`src/hw/rtl/eg_pkg.sv`:
```
// Shared types and constants for the ElGamal symbol cipher.
// Used by the register block, the controller, the datapath and the top level.
// No dependencies.

package eg_pkg;

   // Configuration port geometry.
   localparam int CSR_ADDR_W = 4;
   localparam int CSR_DATA_W = 32;

   // Register indexes, taken from paddr[3:2].
   localparam logic [1:0] REG_GENERATOR   = 2'd0;
   localparam logic [1:0] REG_MODULUS     = 2'd1;
   localparam logic [1:0] REG_PRIVATE_KEY = 2'd2;

   // Register reset values.
   localparam int GENERATOR_RESET   = 2;
   localparam int MODULUS_RESET     = 65521;
   localparam int PRIVATE_KEY_RESET = 1;

   // Item operation codes.
   localparam logic OP_ENCRYPT = 1'b0;
   localparam logic OP_DECRYPT = 1'b1;

   // Operand scanned bit by bit by the modular multiplier.
   localparam logic [2:0] SCAN_GEN = 3'd0;
   localparam logic [2:0] SCAN_A   = 3'd1;
   localparam logic [2:0] SCAN_KEY = 3'd2;
   localparam logic [2:0] SCAN_PW  = 3'd3;
   localparam logic [2:0] SCAN_M   = 3'd4;
   localparam logic [2:0] SCAN_B   = 3'd5;

   // Operand added at each step of the modular multiplier (always reduced).
   localparam logic [1:0] ADD_ONE = 2'd0;
   localparam logic [1:0] ADD_PW  = 2'd1;
   localparam logic [1:0] ADD_RED = 2'd2;
   localparam logic [1:0] ADD_Y   = 2'd3;

   // Destination of a finished product.
   localparam logic [2:0] DST_NONE = 3'd0;
   localparam logic [2:0] DST_RED  = 3'd1;
   localparam logic [2:0] DST_EXPD = 3'd2;
   localparam logic [2:0] DST_PW   = 3'd3;
   localparam logic [2:0] DST_FIN  = 3'd4;

   // Source of the exponent shift register.
   localparam logic EXP_SEL_KEY = 1'b0;
   localparam logic EXP_SEL_EPH = 1'b1;

   // Commands from the controller to the datapath.
   typedef struct packed {
      logic       capture;
      logic       mul_start;
      logic [2:0] scan_sel;
      logic [1:0] add_sel;
      logic       mod_pm1;
      logic [2:0] dst;
      logic       pw_one;
      logic       exp_load;
      logic       exp_sel;
      logic       exp_shift;
      logic       y_load;
      logic       c1_load;
      logic       out_load;
   } eg_cmd_type;

   // Status from the datapath to the controller.
   typedef struct packed {
      logic mul_busy;
      logic mul_done;
      logic exp_msb;
      logic op_decrypt;
      logic mod_small;
   } eg_sts_type;

endpackage

```
`src/hw/rtl/eg_req_if.sv`:
```
// Input channel of the ElGamal symbol cipher: valid/ready plus one item.
// Depends on nothing; the width parameter follows the modulus width.

interface eg_req_if #(parameter int W = 16);
   logic         valid;
   logic         ready;
   logic         operation;
   logic [W-1:0] plain_symbol;
   logic [W-1:0] ephemeral_key;
   logic [W-1:0] cipher_in_first;
   logic [W-1:0] cipher_in_second;

   modport source (
      output valid, operation, plain_symbol, ephemeral_key, cipher_in_first,
             cipher_in_second,
      input  ready
   );

   modport sink (
      input  valid, operation, plain_symbol, ephemeral_key, cipher_in_first,
             cipher_in_second,
      output ready
   );
endinterface

```
`src/hw/rtl/eg_rsp_if.sv`:
```
// Result channel of the ElGamal symbol cipher: valid/ready plus one result.
// Depends on nothing; the width parameter follows the modulus width.

interface eg_rsp_if #(parameter int W = 16);
   logic         valid;
   logic         ready;
   logic [W-1:0] ciphertext_first;
   logic [W-1:0] ciphertext_second;
   logic [W-1:0] recovered_symbol;

   modport source (
      output valid, ciphertext_first, ciphertext_second, recovered_symbol,
      input  ready
   );

   modport sink (
      input  valid, ciphertext_first, ciphertext_second, recovered_symbol,
      output ready
   );
endinterface

```
`src/hw/rtl/elgamal_symbol_cipher.sv`:
```
// ElGamal symbol cipher, top level.
// Depends on eg_pkg, eg_req_if, eg_rsp_if, eg_csr, eg_ctrl, eg_datapath, eg_mulmod.
//
// Usage: program generator, modulus and private key through the APB-style port
// (byte addresses 0, 4, 8) while the block is idle. Each transfer on req_ch
// carries one item: operation 0 encrypts plain_symbol with ephemeral_key and
// returns (g^k mod p, y^k * m mod p) with y = g^x mod p; operation 1 decrypts
// (cipher_in_first, cipher_in_second) and returns the symbol. Exactly one result
// per item leaves on rsp_ch; unused result fields are zero, and all fields are
// zero for a modulus below two.
// All arithmetic runs on one bit-serial modular multiplier, one bit per cycle.
// An exponentiation takes MOD_WIDTH squarings plus one product per set exponent
// bit. One item is in work at a time; req_ch.ready is high while the block
// waits for an item.
// Results sit in an output register, so the next item is taken while a result
// waits; a stalled receiver holds the finished next result until the register
// frees. Reset is synchronous: registers return to g=2, p=65521, x=1 and no
// result is offered on rsp_ch.

module elgamal_symbol_cipher #(
   parameter int MOD_WIDTH = 16
) (
   input  logic                           clock,
   input  logic                           reset,
   eg_req_if.sink                         req_ch,
   eg_rsp_if.source                       rsp_ch,
   input  logic                           psel,
   input  logic                           penable,
   input  logic                           pwrite,
   input  logic [eg_pkg::CSR_ADDR_W-1:0]  paddr,
   input  logic [eg_pkg::CSR_DATA_W-1:0]  pwdata,
   output logic [eg_pkg::CSR_DATA_W-1:0]  prdata,
   output logic                           pready
);

   logic [MOD_WIDTH-1:0] cfg_generator;
   logic [MOD_WIDTH-1:0] cfg_modulus;
   logic [MOD_WIDTH-1:0] cfg_private_key;
   eg_pkg::eg_cmd_type   cmd;
   eg_pkg::eg_sts_type   sts;

   assign pready = 1'b1;

   // Configuration registers.
   eg_csr #(.W(MOD_WIDTH)) u_csr (
      .clock       (clock),
      .reset       (reset),
      .psel        (psel),
      .penable     (penable),
      .pwrite      (pwrite),
      .paddr       (paddr),
      .pwdata      (pwdata),
      .prdata      (prdata),
      .generator   (cfg_generator),
      .modulus     (cfg_modulus),
      .private_key (cfg_private_key)
   );

   // Sequencing and handshakes.
   eg_ctrl #(.W(MOD_WIDTH)) u_ctrl (
      .clock     (clock),
      .reset     (reset),
      .req_valid (req_ch.valid),
      .req_ready (req_ch.ready),
      .rsp_valid (rsp_ch.valid),
      .rsp_ready (rsp_ch.ready),
      .sts       (sts),
      .cmd       (cmd)
   );

   // Arithmetic and storage.
   eg_datapath #(.W(MOD_WIDTH)) u_datapath (
      .clock             (clock),
      .reset             (reset),
      .cmd               (cmd),
      .sts               (sts),
      .operation         (req_ch.operation),
      .plain_symbol      (req_ch.plain_symbol),
      .ephemeral_key     (req_ch.ephemeral_key),
      .cipher_in_first   (req_ch.cipher_in_first),
      .cipher_in_second  (req_ch.cipher_in_second),
      .generator         (cfg_generator),
      .modulus           (cfg_modulus),
      .private_key       (cfg_private_key),
      .ciphertext_first  (rsp_ch.ciphertext_first),
      .ciphertext_second (rsp_ch.ciphertext_second),
      .recovered_symbol  (rsp_ch.recovered_symbol)
   );

endmodule

```
`src/hw/rtl/eg_csr.sv`:
```
// Configuration registers (generator, modulus, private key) behind an APB-style port.
// Depends on eg_pkg for the register map and reset values.

module eg_csr #(
   parameter int W = 16
) (
   input  logic                           clock,
   input  logic                           reset,
   input  logic                           psel,
   input  logic                           penable,
   input  logic                           pwrite,
   input  logic [eg_pkg::CSR_ADDR_W-1:0]  paddr,
   input  logic [eg_pkg::CSR_DATA_W-1:0]  pwdata,
   output logic [eg_pkg::CSR_DATA_W-1:0]  prdata,
   output logic [W-1:0]                   generator,
   output logic [W-1:0]                   modulus,
   output logic [W-1:0]                   private_key
);

   logic [W-1:0] gen_ff, gen_in;
   logic [W-1:0] mod_ff, mod_in;
   logic [W-1:0] key_ff, key_in;
   logic         wr_en;
   logic [1:0]   reg_idx;

   assign wr_en   = psel & penable & pwrite;
   assign reg_idx = paddr[3:2];

   // Register writes complete in the access phase of a transfer.
   always_comb begin
      gen_in = gen_ff;
      mod_in = mod_ff;
      key_in = key_ff;
      if (wr_en) begin
         unique case (reg_idx)
            eg_pkg::REG_GENERATOR:   gen_in = pwdata[W-1:0];
            eg_pkg::REG_MODULUS:     mod_in = pwdata[W-1:0];
            eg_pkg::REG_PRIVATE_KEY: key_in = pwdata[W-1:0];
            default: ;
         endcase
      end
   end

   always_ff @(posedge clock) begin
      if (reset) begin
         gen_ff <= W'(eg_pkg::GENERATOR_RESET);
         mod_ff <= W'(eg_pkg::MODULUS_RESET);
         key_ff <= W'(eg_pkg::PRIVATE_KEY_RESET);
      end else begin
         gen_ff <= gen_in;
         mod_ff <= mod_in;
         key_ff <= key_in;
      end
   end

   // Read-back decode.
   always_comb begin
      unique case (reg_idx)
         eg_pkg::REG_GENERATOR:   prdata = eg_pkg::CSR_DATA_W'(gen_ff);
         eg_pkg::REG_MODULUS:     prdata = eg_pkg::CSR_DATA_W'(mod_ff);
         eg_pkg::REG_PRIVATE_KEY: prdata = eg_pkg::CSR_DATA_W'(key_ff);
         default:                 prdata = '0;
      endcase
   end

   assign generator   = gen_ff;
   assign modulus     = mod_ff;
   assign private_key = key_ff;

endmodule

```
`src/hw/rtl/eg_mulmod.sv`:
```
// Bit-serial modular multiplier: scans one operand MSB first, one bit per cycle.
// Standalone unit, used by eg_datapath; no package dependencies.

module eg_mulmod #(
   parameter int W = 16
) (
   input  logic         clock,
   input  logic         reset,
   input  logic         start,
   input  logic [W-1:0] op_scan,
   input  logic [W-1:0] op_add,
   input  logic [W-1:0] op_mod,
   output logic         busy,
   output logic         done,
   output logic [W-1:0] result
);

   localparam int CW = $clog2(W);
   localparam logic [CW-1:0] LAST = CW'(W - 1);

   logic [W-1:0]  acc_ff, acc_in;
   logic [W-1:0]  scan_ff, scan_in;
   logic [W-1:0]  add_ff, add_in;
   logic [W-1:0]  n_ff, n_in;
   logic [CW-1:0] cnt_ff, cnt_in;
   logic          busy_ff, busy_in;
   logic          done_ff, done_in;

   logic [W+1:0]  sum;
   logic [W+1:0]  n1;
   logic [W+1:0]  n2;
   logic [W+1:0]  red;

   // One Horner step: acc = 2*acc + bit*add, brought back below n.
   // Both acc and add are below n, so the sum is below 3n.
   always_comb begin
      sum = {1'b0, acc_ff, 1'b0} + (scan_ff[W-1] ? {2'b00, add_ff} : '0);
      n1  = {2'b00, n_ff};
      n2  = {1'b0, n_ff, 1'b0};
      if (sum >= n2) begin
         red = sum - n2;
      end else if (sum >= n1) begin
         red = sum - n1;
      end else begin
         red = sum;
      end
   end

   // Operand load on start, then W steps.
   always_comb begin
      acc_in  = acc_ff;
      scan_in = scan_ff;
      add_in  = add_ff;
      n_in    = n_ff;
      cnt_in  = cnt_ff;
      busy_in = busy_ff;
      done_in = 1'b0;
      if (start) begin
         acc_in  = '0;
         scan_in = op_scan;
         add_in  = op_add;
         n_in    = op_mod;
         cnt_in  = '0;
         busy_in = 1'b1;
      end else if (busy_ff) begin
         acc_in  = red[W-1:0];
         scan_in = {scan_ff[W-2:0], 1'b0};
         cnt_in  = cnt_ff + CW'(1);
         if (cnt_ff == LAST) begin
            busy_in = 1'b0;
            done_in = 1'b1;
         end
      end
   end

   always_ff @(posedge clock) begin
      if (reset) begin
         busy_ff <= 1'b0;
         done_ff <= 1'b0;
         cnt_ff  <= '0;
      end else begin
         busy_ff <= busy_in;
         done_ff <= done_in;
         cnt_ff  <= cnt_in;
      end
   end

   always_ff @(posedge clock) begin
      acc_ff  <= acc_in;
      scan_ff <= scan_in;
      add_ff  <= add_in;
      n_ff    <= n_in;
   end

   assign busy   = busy_ff;
   assign done   = done_ff;
   assign result = acc_ff;

   // The running product stays reduced while the unit works.
   a_acc_reduced: assert property (@(posedge clock) disable iff (reset)
      busy_ff |-> (acc_ff < n_ff))
      else $error("modular multiplier accumulator not below modulus");

   // Completion follows a busy interval.
   a_done_after_busy: assert property (@(posedge clock) disable iff (reset)
      done_ff |-> ($past(busy_ff) && !busy_ff))
      else $error("multiplier done without a preceding step");

endmodule

```
`src/hw/rtl/eg_datapath.sv`:
```
// Datapath of the ElGamal symbol cipher: item registers, exponent and power
// registers, operand selection, result registers. Instantiates eg_mulmod; uses eg_pkg.

module eg_datapath #(
   parameter int W = 16
) (
   input  logic               clock,
   input  logic               reset,
   input  eg_pkg::eg_cmd_type cmd,
   output eg_pkg::eg_sts_type sts,
   input  logic               operation,
   input  logic [W-1:0]       plain_symbol,
   input  logic [W-1:0]       ephemeral_key,
   input  logic [W-1:0]       cipher_in_first,
   input  logic [W-1:0]       cipher_in_second,
   input  logic [W-1:0]       generator,
   input  logic [W-1:0]       modulus,
   input  logic [W-1:0]       private_key,
   output logic [W-1:0]       ciphertext_first,
   output logic [W-1:0]       ciphertext_second,
   output logic [W-1:0]       recovered_symbol
);

   logic         op_ff, op_in;
   logic [W-1:0] m_ff, m_in;
   logic [W-1:0] k_ff, k_in;
   logic [W-1:0] a_ff, a_in;
   logic [W-1:0] b_ff, b_in;
   logic [W-1:0] red_ff, red_in;
   logic [W-1:0] y_ff, y_in;
   logic [W-1:0] c1_ff, c1_in;
   logic [W-1:0] pw_ff, pw_in;
   logic [W-1:0] exp_ff, exp_in;
   logic [W-1:0] fin_ff, fin_in;
   logic [W-1:0] out1_ff, out1_in;
   logic [W-1:0] out2_ff, out2_in;
   logic [W-1:0] out3_ff, out3_in;

   logic [W-1:0] pm1;
   logic [W-1:0] n_sel;
   logic [W-1:0] one_red;
   logic [W-1:0] scan_op;
   logic [W-1:0] add_op;
   logic         mul_busy;
   logic         mul_done;
   logic [W-1:0] mul_res;
   logic         mod_small;
   logic [W-1:0] recovered_symbol_w;

   assign pm1       = modulus - W'(1);
   assign n_sel     = cmd.mod_pm1 ? pm1 : modulus;
   assign one_red   = (n_sel == W'(1)) ? '0 : W'(1);
   assign mod_small = (modulus < W'(2));

   // Operand selection for the multiplier.
   always_comb begin
      case (cmd.scan_sel)
         eg_pkg::SCAN_GEN: scan_op = generator;
         eg_pkg::SCAN_A:   scan_op = a_ff;
         eg_pkg::SCAN_KEY: scan_op = private_key;
         eg_pkg::SCAN_PW:  scan_op = pw_ff;
         eg_pkg::SCAN_M:   scan_op = m_ff;
         eg_pkg::SCAN_B:   scan_op = b_ff;
         default:          scan_op = '0;
      endcase
      case (cmd.add_sel)
         eg_pkg::ADD_ONE: add_op = one_red;
         eg_pkg::ADD_PW:  add_op = pw_ff;
         eg_pkg::ADD_RED: add_op = red_ff;
         eg_pkg::ADD_Y:   add_op = y_ff;
         default:         add_op = '0;
      endcase
   end

   eg_mulmod #(.W(W)) u_mulmod (
      .clock   (clock),
      .reset   (reset),
      .start   (cmd.mul_start),
      .op_scan (scan_op),
      .op_add  (add_op),
      .op_mod  (n_sel),
      .busy    (mul_busy),
      .done    (mul_done),
      .result  (mul_res)
   );

   // Item capture and working registers.
   always_comb begin
      op_in  = op_ff;
      m_in   = m_ff;
      k_in   = k_ff;
      a_in   = a_ff;
      b_in   = b_ff;
      red_in = red_ff;
      y_in   = y_ff;
      c1_in  = c1_ff;
      pw_in  = pw_ff;
      exp_in = exp_ff;
      fin_in = fin_ff;
      if (cmd.capture) begin
         op_in = operation;
         m_in  = plain_symbol;
         k_in  = ephemeral_key;
         a_in  = cipher_in_first;
         b_in  = cipher_in_second;
      end
      if (cmd.pw_one) begin
         pw_in = W'(1);
      end
      if (cmd.exp_load) begin
         exp_in = (cmd.exp_sel == eg_pkg::EXP_SEL_EPH) ? k_ff : private_key;
      end
      if (cmd.exp_shift) begin
         exp_in = {exp_ff[W-2:0], 1'b0};
      end
      if (cmd.y_load) begin
         y_in = pw_ff;
      end
      if (cmd.c1_load) begin
         c1_in = pw_ff;
      end
      // Product write-back.
      case (cmd.dst)
         eg_pkg::DST_RED:  red_in = mul_res;
         eg_pkg::DST_EXPD: exp_in = pm1 - mul_res;
         eg_pkg::DST_PW:   pw_in  = mul_res;
         eg_pkg::DST_FIN:  fin_in = mul_res;
         default: ;
      endcase
   end

   // Result register; it holds until the next load.
   always_comb begin
      out1_in = out1_ff;
      out2_in = out2_ff;
      out3_in = out3_ff;
      if (cmd.out_load) begin
         out1_in = '0;
         out2_in = '0;
         out3_in = '0;
         if (!mod_small) begin
            if (op_ff == eg_pkg::OP_DECRYPT) begin
               out3_in = fin_ff;
            end else begin
               out1_in = c1_ff;
               out2_in = fin_ff;
            end
         end
      end
   end

   always_ff @(posedge clock) begin
      op_ff   <= op_in;
      m_ff    <= m_in;
      k_ff    <= k_in;
      a_ff    <= a_in;
      b_ff    <= b_in;
      red_ff  <= red_in;
      y_ff    <= y_in;
      c1_ff   <= c1_in;
      pw_ff   <= pw_in;
      exp_ff  <= exp_in;
      fin_ff  <= fin_in;
      out1_ff <= out1_in;
      out2_ff <= out2_in;
      out3_ff <= out3_in;
   end

   assign sts.mul_busy   = mul_busy;
   assign sts.mul_done   = mul_done;
   assign sts.exp_msb    = exp_ff[W-1];
   assign sts.op_decrypt = (op_ff == eg_pkg::OP_DECRYPT);
   assign sts.mod_small  = mod_small;

   assign ciphertext_first  = out1_ff;
   assign ciphertext_second = out2_ff;
   assign recovered_symbol  = recovered_symbol_w;

   assign recovered_symbol_w = out3_ff;

endmodule

```
`src/hw/rtl/eg_ctrl.sv`:
```
// Controller of the ElGamal symbol cipher: sequences reductions, square-and-multiply
// exponentiations and the final product, and owns both handshakes. Uses eg_pkg.

module eg_ctrl #(
   parameter int W = 16
) (
   input  logic               clock,
   input  logic               reset,
   input  logic               req_valid,
   output logic               req_ready,
   output logic               rsp_valid,
   input  logic               rsp_ready,
   input  eg_pkg::eg_sts_type sts,
   output eg_pkg::eg_cmd_type cmd
);

   localparam int CW = $clog2(W);
   localparam logic [CW-1:0] LAST = CW'(W - 1);

   // State codes.
   localparam logic [3:0] S_IDLE     = 4'd0;
   localparam logic [3:0] S_CHECK    = 4'd1;
   localparam logic [3:0] S_RED_G    = 4'd2;
   localparam logic [3:0] S_RED_A    = 4'd3;
   localparam logic [3:0] S_RED_X    = 4'd4;
   localparam logic [3:0] S_EXP_INIT = 4'd5;
   localparam logic [3:0] S_SQ       = 4'd6;
   localparam logic [3:0] S_MB       = 4'd7;
   localparam logic [3:0] S_EXP_NEXT = 4'd8;
   localparam logic [3:0] S_FIN      = 4'd9;
   localparam logic [3:0] S_OUT      = 4'd10;

   // Exponentiation phases: y = g^x, g^k, y^k, a^e.
   localparam logic [1:0] PH_Y  = 2'd0;
   localparam logic [1:0] PH_C1 = 2'd1;
   localparam logic [1:0] PH_T  = 2'd2;
   localparam logic [1:0] PH_P  = 2'd3;

   logic [3:0]    state_ff, state_in;
   logic          started_ff, started_in;
   logic [1:0]    phase_ff, phase_in;
   logic [CW-1:0] cnt_ff, cnt_in;
   logic          out_valid_ff, out_valid_in;

   always_comb begin
      cmd          = '0;
      state_in     = state_ff;
      started_in   = started_ff;
      phase_in     = phase_ff;
      cnt_in       = cnt_ff;
      req_ready    = 1'b0;

      unique case (state_ff)
         S_IDLE: begin
            req_ready = 1'b1;
            if (req_valid) begin
               cmd.capture = 1'b1;
               state_in    = S_CHECK;
            end
         end

         S_CHECK: begin
            if (sts.mod_small) begin
               state_in = S_OUT;
            end else if (sts.op_decrypt) begin
               state_in = S_RED_A;
            end else begin
               state_in = S_RED_G;
            end
         end

         // g mod p
         S_RED_G: begin
            cmd.scan_sel = eg_pkg::SCAN_GEN;
            cmd.add_sel  = eg_pkg::ADD_ONE;
            if (!started_ff) begin
               cmd.mul_start = 1'b1;
               started_in    = 1'b1;
            end else if (sts.mul_done) begin
               cmd.dst    = eg_pkg::DST_RED;
               started_in = 1'b0;
               phase_in   = PH_Y;
               state_in   = S_EXP_INIT;
            end
         end

         // a mod p
         S_RED_A: begin
            cmd.scan_sel = eg_pkg::SCAN_A;
            cmd.add_sel  = eg_pkg::ADD_ONE;
            if (!started_ff) begin
               cmd.mul_start = 1'b1;
               started_in    = 1'b1;
            end else if (sts.mul_done) begin
               cmd.dst    = eg_pkg::DST_RED;
               started_in = 1'b0;
               state_in   = S_RED_X;
            end
         end

         // x mod (p-1); the datapath stores p-1 minus it as the exponent.
         S_RED_X: begin
            cmd.scan_sel = eg_pkg::SCAN_KEY;
            cmd.add_sel  = eg_pkg::ADD_ONE;
            cmd.mod_pm1  = 1'b1;
            if (!started_ff) begin
               cmd.mul_start = 1'b1;
               started_in    = 1'b1;
            end else if (sts.mul_done) begin
               cmd.dst    = eg_pkg::DST_EXPD;
               started_in = 1'b0;
               phase_in   = PH_P;
               state_in   = S_EXP_INIT;
            end
         end

         S_EXP_INIT: begin
            cmd.pw_one   = 1'b1;
            cmd.exp_load = (phase_ff != PH_P);
            cmd.exp_sel  = (phase_ff == PH_Y) ? eg_pkg::EXP_SEL_KEY : eg_pkg::EXP_SEL_EPH;
            cnt_in       = '0;
            state_in     = S_SQ;
         end

         // Square for every exponent bit.
         S_SQ: begin
            cmd.scan_sel = eg_pkg::SCAN_PW;
            cmd.add_sel  = eg_pkg::ADD_PW;
            if (!started_ff) begin
               cmd.mul_start = 1'b1;
               started_in    = 1'b1;
            end else if (sts.mul_done) begin
               cmd.dst    = eg_pkg::DST_PW;
               started_in = 1'b0;
               state_in   = sts.exp_msb ? S_MB : S_EXP_NEXT;
            end
         end

         // Multiply by the base where the exponent bit is set.
         S_MB: begin
            cmd.scan_sel = eg_pkg::SCAN_PW;
            cmd.add_sel  = (phase_ff == PH_T) ? eg_pkg::ADD_Y : eg_pkg::ADD_RED;
            if (!started_ff) begin
               cmd.mul_start = 1'b1;
               started_in    = 1'b1;
            end else if (sts.mul_done) begin
               cmd.dst    = eg_pkg::DST_PW;
               started_in = 1'b0;
               state_in   = S_EXP_NEXT;
            end
         end

         S_EXP_NEXT: begin
            cmd.exp_shift = 1'b1;
            if (cnt_ff == LAST) begin
               case (phase_ff)
                  PH_Y: begin
                     cmd.y_load = 1'b1;
                     phase_in   = PH_C1;
                     state_in   = S_EXP_INIT;
                  end
                  PH_C1: begin
                     cmd.c1_load = 1'b1;
                     phase_in    = PH_T;
                     state_in    = S_EXP_INIT;
                  end
                  default: begin
                     state_in = S_FIN;
                  end
               endcase
            end else begin
               cnt_in   = cnt_ff + CW'(1);
               state_in = S_SQ;
            end
         end

         // m * y^k on encrypt, b * a^e on decrypt.
         S_FIN: begin
            cmd.scan_sel = sts.op_decrypt ? eg_pkg::SCAN_B : eg_pkg::SCAN_M;
            cmd.add_sel  = eg_pkg::ADD_PW;
            if (!started_ff) begin
               cmd.mul_start = 1'b1;
               started_in    = 1'b1;
            end else if (sts.mul_done) begin
               cmd.dst    = eg_pkg::DST_FIN;
               started_in = 1'b0;
               state_in   = S_OUT;
            end
         end

         // Hand the result to the output register once it is free.
         S_OUT: begin
            if (!out_valid_ff || rsp_ready) begin
               cmd.out_load = 1'b1;
               state_in     = S_IDLE;
            end
         end

         default: begin
            state_in   = S_IDLE;
            started_in = 1'b0;
         end
      endcase

      // Output valid: set on load, cleared by a transfer.
      if (cmd.out_load) begin
         out_valid_in = 1'b1;
      end else if (rsp_ready) begin
         out_valid_in = 1'b0;
      end else begin
         out_valid_in = out_valid_ff;
      end
   end

   always_ff @(posedge clock) begin
      if (reset) begin
         state_ff     <= S_IDLE;
         started_ff   <= 1'b0;
         phase_ff     <= PH_Y;
         cnt_ff       <= '0;
         out_valid_ff <= 1'b0;
      end else begin
         state_ff     <= state_in;
         started_ff   <= started_in;
         phase_ff     <= phase_in;
         cnt_ff       <= cnt_in;
         out_valid_ff <= out_valid_in;
      end
   end

   assign rsp_valid = out_valid_ff;

   // A product is never started while the multiplier is still working.
   a_no_start_busy: assert property (@(posedge clock) disable iff (reset)
      cmd.mul_start |-> !sts.mul_busy)
      else $error("multiplier started while busy");

   // A finished product arrives only for a product this controller started.
   a_done_expected: assert property (@(posedge clock) disable iff (reset)
      sts.mul_done |-> started_ff)
      else $error("unexpected multiplier completion");

   // A loaded result is offered in the following cycle.
   a_load_offers: assert property (@(posedge clock) disable iff (reset)
      cmd.out_load |=> rsp_valid)
      else $error("loaded result not offered");

endmodule
```
`src/flat_wrapper.sv`:
```
// flat-port wrapper written by rule: the top's interface ports become plain ports
module elgamal_symbol_cipher_flat 
#(
   parameter int MOD_WIDTH = 16
)
  (clock, reset, psel, penable, pwrite, paddr, pwdata, prdata, pready, req_ch_valid, req_ch_operation, req_ch_plain_symbol, req_ch_ephemeral_key, req_ch_cipher_in_first, req_ch_cipher_in_second, req_ch_ready, rsp_ch_valid, rsp_ch_ciphertext_first, rsp_ch_ciphertext_second, rsp_ch_recovered_symbol, rsp_ch_ready);
  eg_req_if req_ch_i ();
  eg_rsp_if rsp_ch_i ();
  input  logic clock;
  input  logic reset;
  input  logic psel;
  input  logic penable;
  input  logic pwrite;
  input  logic [eg_pkg::CSR_ADDR_W-1:0] paddr;
  input  logic [eg_pkg::CSR_DATA_W-1:0] pwdata;
  output logic [eg_pkg::CSR_DATA_W-1:0] prdata;
  output logic pready;
  input wire logic [$bits(req_ch_i.valid)-1:0] req_ch_valid;
  input wire logic [$bits(req_ch_i.operation)-1:0] req_ch_operation;
  input wire logic [$bits(req_ch_i.plain_symbol)-1:0] req_ch_plain_symbol;
  input wire logic [$bits(req_ch_i.ephemeral_key)-1:0] req_ch_ephemeral_key;
  input wire logic [$bits(req_ch_i.cipher_in_first)-1:0] req_ch_cipher_in_first;
  input wire logic [$bits(req_ch_i.cipher_in_second)-1:0] req_ch_cipher_in_second;
  output wire logic [$bits(req_ch_i.ready)-1:0] req_ch_ready;
  output wire logic [$bits(rsp_ch_i.valid)-1:0] rsp_ch_valid;
  output wire logic [$bits(rsp_ch_i.ciphertext_first)-1:0] rsp_ch_ciphertext_first;
  output wire logic [$bits(rsp_ch_i.ciphertext_second)-1:0] rsp_ch_ciphertext_second;
  output wire logic [$bits(rsp_ch_i.recovered_symbol)-1:0] rsp_ch_recovered_symbol;
  input wire logic [$bits(rsp_ch_i.ready)-1:0] rsp_ch_ready;
  assign req_ch_i.valid = req_ch_valid;
  assign req_ch_i.operation = req_ch_operation;
  assign req_ch_i.plain_symbol = req_ch_plain_symbol;
  assign req_ch_i.ephemeral_key = req_ch_ephemeral_key;
  assign req_ch_i.cipher_in_first = req_ch_cipher_in_first;
  assign req_ch_i.cipher_in_second = req_ch_cipher_in_second;
  assign req_ch_ready = req_ch_i.ready;
  assign rsp_ch_valid = rsp_ch_i.valid;
  assign rsp_ch_ciphertext_first = rsp_ch_i.ciphertext_first;
  assign rsp_ch_ciphertext_second = rsp_ch_i.ciphertext_second;
  assign rsp_ch_recovered_symbol = rsp_ch_i.recovered_symbol;
  assign rsp_ch_i.ready = rsp_ch_ready;
  elgamal_symbol_cipher #(.MOD_WIDTH(MOD_WIDTH)) u_core (.clock(clock), .reset(reset), .req_ch(req_ch_i), .rsp_ch(rsp_ch_i), .psel(psel), .penable(penable), .pwrite(pwrite), .paddr(paddr), .pwdata(pwdata), .prdata(prdata), .pready(pready));
endmodule
```
`config.mk`:
```
export PLATFORM = sky130hd
export DESIGN_NAME = elgamal_symbol_cipher_flat
export DESIGN_NICKNAME = d
export VERILOG_FILES = /design/src/hw/rtl/eg_pkg.sv /design/src/hw/rtl/eg_req_if.sv /design/src/hw/rtl/eg_rsp_if.sv /design/src/hw/rtl/elgamal_symbol_cipher.sv /design/src/hw/rtl/eg_csr.sv /design/src/hw/rtl/eg_mulmod.sv /design/src/hw/rtl/eg_datapath.sv /design/src/hw/rtl/eg_ctrl.sv /design/src/flat_wrapper.sv
export SDC_FILE = /design/constraint.sdc
export NUM_CORES = 1
export LEC_CHECK = 0
export BUFFER_PORTS_ARGS = -buffer_cell sky130_fd_sc_hd__buf_4
export CORE_MARGIN = 1
export CORE_UTILIZATION = 61
export CTS_CLUSTER_DIAMETER = 150
export DETAILED_ROUTE_END_ITERATION = 6
export MAX_ROUTING_LAYER = met4
export PLACE_DENSITY = 0.83
export SETUP_SLACK_MARGIN = 0.5
export SLEW_MARGIN = 40
export SYNTH_ARGS = -nofsm -noshare
export SYNTH_HDL_FRONTEND = slang
export SYNTH_SLANG_ARGS = --single-unit
```
`constraint.sdc`:
```
create_clock -name clock -period 6.83 [get_ports clock]
set_clock_uncertainty 0.2 [all_clocks]
set_input_delay 0.3415 -clock clock [delete_from_list [all_inputs] [get_ports clock]]
set_output_delay 0.3415 -clock clock [all_outputs]
set_load 0.005 [all_outputs]
```
=== Word level (Yosys, flattened, before mapping) ===
Cells that the tools add are included.

* Add/sub/neg operators: 7
* $lt $le $gt $ge: 3
* Equality and inequality tests: 49
* Multiplexer cells: 77
* Bitwise operators: 4
* Reduce and logical (&&, ||, !) cells: 29

{| class="wikitable"
|+ Operator list
! operator !! number
|-
| $mux W16 || 12
|-
| $pmux W16 S6 || 1
|-
| $mux W4 || 17
|-
| $pmux W16 S4 || 1
|-
| $pmux W16 S3 || 1
|-
| $sub A16 B16 Y16 || 3
|-
| $pmux W4 S10 || 1
|-
| $pmux W6 S6 || 1
|-
| $ne A2 B2 Y1 const B || 17
|-
| $mux W1 || 23
|-
| $eq A4 B4 Y1 const B || 5
|-
| $mux W2 || 10
|-
| $add A17 B16 Y18 || 1
|-
| $ge A18 B16 Y1 || 1
|-
| $ge A18 B17 Y1 || 1
|-
| $eq A16 B1 Y1 const B || 1
|-
| $eq A4 B3 Y1 const B || 4
|-
| $lt A16 B2 Y1 const B || 1
|-
| $sub A16 B1 Y16 const B || 1
|-
| $mux W3 || 5
|-
| $reduce_or A2 Y1 || 7
|-
| $eq A3 B2 Y1 const B || 4
|-
| $pmux W3 S4 || 1
|-
| $reduce_and A12 Y1 || 1
|-
| other kinds (27) || 49
|}

* Bits in registers: 339
* Input bits: 108
* Output and inout bits: 83

=== Depth between registers and ports, before layout ===
* Depth in word-level cells: 7
* Depth in mapped cells: 20
* Gate-level depth less buffers: 19

=== Cells and area by module ===
A second synthesis with hierarchy kept.

* Cells, all modules: 1650
* Area total of the unflattened synthesis: 18465.2 µm²

{| class="wikitable"
|+ Modules (own cells, without submodules)
! module !! instances !! cells an instance !! area each (µm²) !! seq. area each (µm²)
|-
| eg_datapath || 1 || 740 || 10004.6 || 6276.0
|-
| eg_mulmod || 1 || 510 || 5043.6 || 1881.8
|-
| eg_csr || 1 || 264 || 2459.9 || 960.9
|-
| eg_ctrl || 1 || 134 || 945.9 || 240.2
|-
| elgamal_symbol_cipher || 1 || 2 || 11.3 || 0.0
|}

=== Worst setup path after synthesis ===
Ideal clock, no wire load.

* Path kind: register -> register
* Start point: register u_core.u_datapath.u_mulmod.scan_ff[15]
* End point: register u_core.u_datapath.u_mulmod.acc_ff[12] (netlist: u_core.u_datapath.u_mulmod.result[12])
* Arrival time: 4321 ps
* Data required time: 6488 ps
* Slack: 2168 ps
* Stages on the path, launching flop included: 19
* Clock period less this slack: 4662 ps
* Cells stage by stage: edfxtp_1 -> clkbuf_1 -> and2_1 -> ha_1 -> or4_1 -> o221a_4 -> a21o_1 -> a21oi_1 -> xnor2_1 -> ha_1 -> a21o_1 -> a21o_1 -> a21o_1 -> or4_1 -> o21ai_1 -> nand2_1 -> nor2_1 -> buf_2 -> a221oi_1

* Word-level cells in the longest chain between the ends: 5

{| class="wikitable"
|+ Ends and longest elaborated chain
! element !! RTL line !! text
|-
| start, declared || eg_mulmod.sv:22 || <nowiki>logic [W-1:0] scan_ff, scan_in;</nowiki>
|-
| start signal, assigned || eg_mulmod.sv:90 || <nowiki>scan_ff <= scan_in;</nowiki>
|-
| $mux W16 * || eg_mulmod.sv:37 || <nowiki>sum = {1'b0, acc_ff, 1'b0} + (scan_ff[W-1] ? {2'b00, add_ff} : '0);</nowiki>
|-
| $add A17 B16 Y18 * || eg_mulmod.sv:37 ||
|-
| $sub A16 B16 Y16 or $ge A18 B16 Y1 (tied branches) || eg_mulmod.sv:43, eg_mulmod.sv:42 ||
|-
| $mux W16 || eg_mulmod.sv:42 || <nowiki>end else if (sum >= n1) begin</nowiki>
|-
| $mux W16 * || eg_mulmod.sv:40 || <nowiki>if (sum >= n2) begin</nowiki>
|-
| end signal, assigned || eg_mulmod.sv:89 || <nowiki>acc_ff <= acc_in;</nowiki>
|-
| end, declared || eg_mulmod.sv:21 || <nowiki>logic [W-1:0] acc_ff, acc_in;</nowiki>
|}

Every way passes the cells marked *; elsewhere a longest branch is shown, timed or not.
A chain may end at the register's enable or synchronous reset.

=== Worst setup path after layout ===
* Start point: register u_core.u_datapath.u_mulmod.scan_ff[15]
* End point: register u_core.u_datapath.u_mulmod.acc_ff[9] (netlist: u_core.u_datapath.u_mulmod.result[9])

Same word-level chain as after synthesis.

==> impl_metrics.ini <==
[floorplanning]
die_h_um = 170
die-area_um2 = 29000
initial_utilization = 0.621
fp-row-count = 61
core-area_um2 = 27900
die_w_um = 170
io_pins = 191

[route]
drtIter0Drc = 2049
ant_nets = 0
vias = 14200
firstDrtPassIters = 7
routedWlPerCell_um = 22.5
drt_wl_total_mm = 50.3
drc = 18
avgViaCountPerCell = 6.34

[cts]
cts_resized = 0
tritoncts = built
cts_made_buffers = 36
clk_latency_ps = 540
root_buffer = clkbuf_16
cts_sinks = 339
cts_max_path_buffers = 3
clk_pin_slew_ps = 60
htree_levels = 2

[sta]
max_clock_freq_ghz = 0.169
final.setup.worst_slack_ps = 927
drv_slew = 0
relSlewSlack = 0.413
fin_tns_setup_ps = 0
finalSetupViolations = 0
finalCriticalPeriod_ps = 5900
fin_crit_sh = 0.864
hold_viol_final = 0
worstMarginPinSlew_ps = 881
rsz0062_at_grt = false

[logic_synthesis]
synth_xor_area_frac = 0.0400
syn_inst = 1624
syn_area_per_cell_um2 = 10.6
synth-simple-area-share = 0.150
synth_cell_types = 76
async_flop_share = 0
yosys-top-cells-area = edfxtp_1 45%, dfxtp_1 9.5%, ha_1 4.7%
syn_area_um2 = 17300
yosys.area.top_type = edfxtp_1
synth_most_common_cell = edfxtp_1
synth-edff-count = 257
synthMuxAreaShare = 0.0359
yosys_warnings = 0
synthTopCellsByCount = 257 x edfxtp_1, 212 x nand2_1, 107 x a21oi_1, 82 x dfxtp_1, 76 x o21ai_0
synth_top_cell_area_share = 0.446
synth_fa_ha_area_frac = 0.0517
synth_flop_cell = edfxtp_1
ys_seq_elements = 339
ys_seq_area_frac = 0.541
synth_compound_area_frac = 0.139
synth_top_family_by_area = simple AND/OR/NAND/NOR gates

[run]
maxCapViolCount = 0

[cells_and_area]
drive_above_1_share = 0.136
antenna_cells = 0
final_core_util = 0.742
n_fill_cell = 1729
final_nets = 2009
area_growth_pct = 19.6

[setup_path]
cp-end-kind = flop
start_kind = flop
cp_data_required_time_ps = 6980
worst-endpoint-arrival_ps = 6060
crit_fanout = 16
r2r_setup_slack_ps = 930
crit_type = reg -> reg

[pwr]
p_leak_nw = 8.02
power_density_nw_per_um2 = 423
ir_worst_vdd_v = 0.000239

[global_route]
track_usage = 0.354
grt_max_degree = 66
antenna_found_initial = 0
first_global_vias = 13200
grt_pass1_wl_mm = 74.9
grt_overflow = 0

[status]
violations = DRC
run_status = finished, violations left

[place]
io_buffers = 155
place_ws_ps = 1110
finalWeightedCongestion = 1.01
hpwl_mm = 33.3

[worst_hold_path]
hold_class = in -> reg
flip-flops by register name, indices dropped and copies added, names as in the netlist, 4 cells and up:
register	count
u_core.u_csr.generator	16
u_core.u_csr.modulus	16
u_core.u_csr.private_key	16
u_core.u_datapath.a_ff	16
u_core.u_datapath.b_ff	16
u_core.u_datapath.c1_ff	16
u_core.u_datapath.ciphertext_first	16
u_core.u_datapath.ciphertext_second	16
u_core.u_datapath.exp_ff	16
u_core.u_datapath.fin_ff	16
u_core.u_datapath.k_ff	16
u_core.u_datapath.m_ff	16
u_core.u_datapath.pw_ff	16
u_core.u_datapath.recovered_symbol	16
u_core.u_datapath.red_ff	16
u_core.u_datapath.u_mulmod.add_ff	16
u_core.u_datapath.u_mulmod.n_ff	16
u_core.u_datapath.u_mulmod.result	16
u_core.u_datapath.u_mulmod.scan_ff	16
u_core.u_datapath.y_ff	16
u_core.u_ctrl.cnt_ff	4
u_core.u_ctrl.state_ff	4
u_core.u_datapath.u_mulmod.cnt_ff	4
worst max-delay path, cell delays in order (launching register included):
cell and delay (ps):
edfxtp_1 670, and2_1 210, ha_1 190, inv_1 70, fa_1 410, nor2b_1 170
o31a_1 220, o221a_4 260, a21o_1 120, a21oi_1 70, xnor2_1 350, ha_1 370
a21o_1 230, a21o_1 180, a21o_1 180, or4_1 400, o21ai_1 200, nand2_1 290
nor2_1 740, a221oi_1 200
metrics by stage:
stage	hold slack (ps)	area, µm²	power (W)	instances
finish	3.26	20700	0.00874	2238
CTS	2.16	20700	0.00859	2238
detailed placement	270	18700	0.00665	2091
floorplan	224	17300	0.00573	1639
global placement	266	18700	0.00655	2091
global route	19.8	20700	0.00917	2238
placed cells by master, fill, tap and decap left out, types with 6 or more instances in the layout:
cell             n
o31ai_1          9
buf_4          172
a222oi_1        15
nor2_1          72
xor2_1          31
clkbuf_16       37
nor4_1           7
a211oi_1         7
o21a_1          13
ha_1            65
o21ai_1         13
nor3_1          40
a21o_1          17
and3_1          22
nand4_1          9
and2_1          56
nand3_1         42
edfxtp_1       257
inv_1           65
xnor2_1         48
o21bai_1         6
clkinv_1         8
nor2b_1         13
clkbuf_1         7
conb_1          17
nand2b_1        20
o211ai_1        18
a221oi_1        20
a21oi_1        107
or3_1           10
mux2i_1         62
nand2_1        211
o21ai_0         75
dfxtp_1         82
dlygate4sd3_1   81
a31oi_1         27
logic make-up after synthesis:
group	count (synthesis)
multiplexers	62
XOR/XNOR	79
AND/OR/NAND/NOR	536
AO/OA/AOI/OAI	370
buffers and inverters	167
flip-flops	339
other	2
adder cells (fa/ha/maj)	69
area by class of cell:
type	count	area, µm²	area share
Clock buffer	46	980	0.0474
Clock inverter	20	165	0.00799
Inverter	68	255	0.0123
Multi-Input combinational cell	1133	7320	0.354
Sequential cell	339	9360	0.453
Tap cell	378	473	0.0229
Timing Repair Buffer	254	2110	0.102
timing repair:
item	CTS	global route
hold endpoints to repair	113	0
buffers inserted	0	0
hold buffers	81	0
where the power goes:
group | internal, W | leakage [nW] | switching [W]
logic | 0.00153 | 4.48 | 0.00236
clock network | 0.00110 | 0.554 | 0.000821
registers | 0.00267 | 2.99 | 0.000261
worst paths after layout:
check                                              startpoint                                                end  cells past startpoint
max          u_core.u_datapath.u_mulmod.scan_ff[15]$_DFFE_PP_  u_core.u_datapath.u_mulmod.result[9]$_SDFFE_PP0P_                     19
min                                              rsp_ch_ready               u_core.u_ctrl.rsp_valid$_SDFFE_PP0P_                      3
max reg2reg  u_core.u_datapath.u_mulmod.scan_ff[15]$_DFFE_PP_  u_core.u_datapath.u_mulmod.result[9]$_SDFFE_PP0P_                     19
min reg2reg            u_core.u_csr.generator[7]$_SDFFE_PP0P_             u_core.u_csr.generator[7]$_SDFFE_PP0P_                      2
metal layers:
metal	GRT usage	wire [µm]
met1	0.437	18400
met2	0.584	23900
met3	0.0570	5310
met4	0.142	2660
met5	-	0
Note: power is estimated with default switching activity, not from simulation.
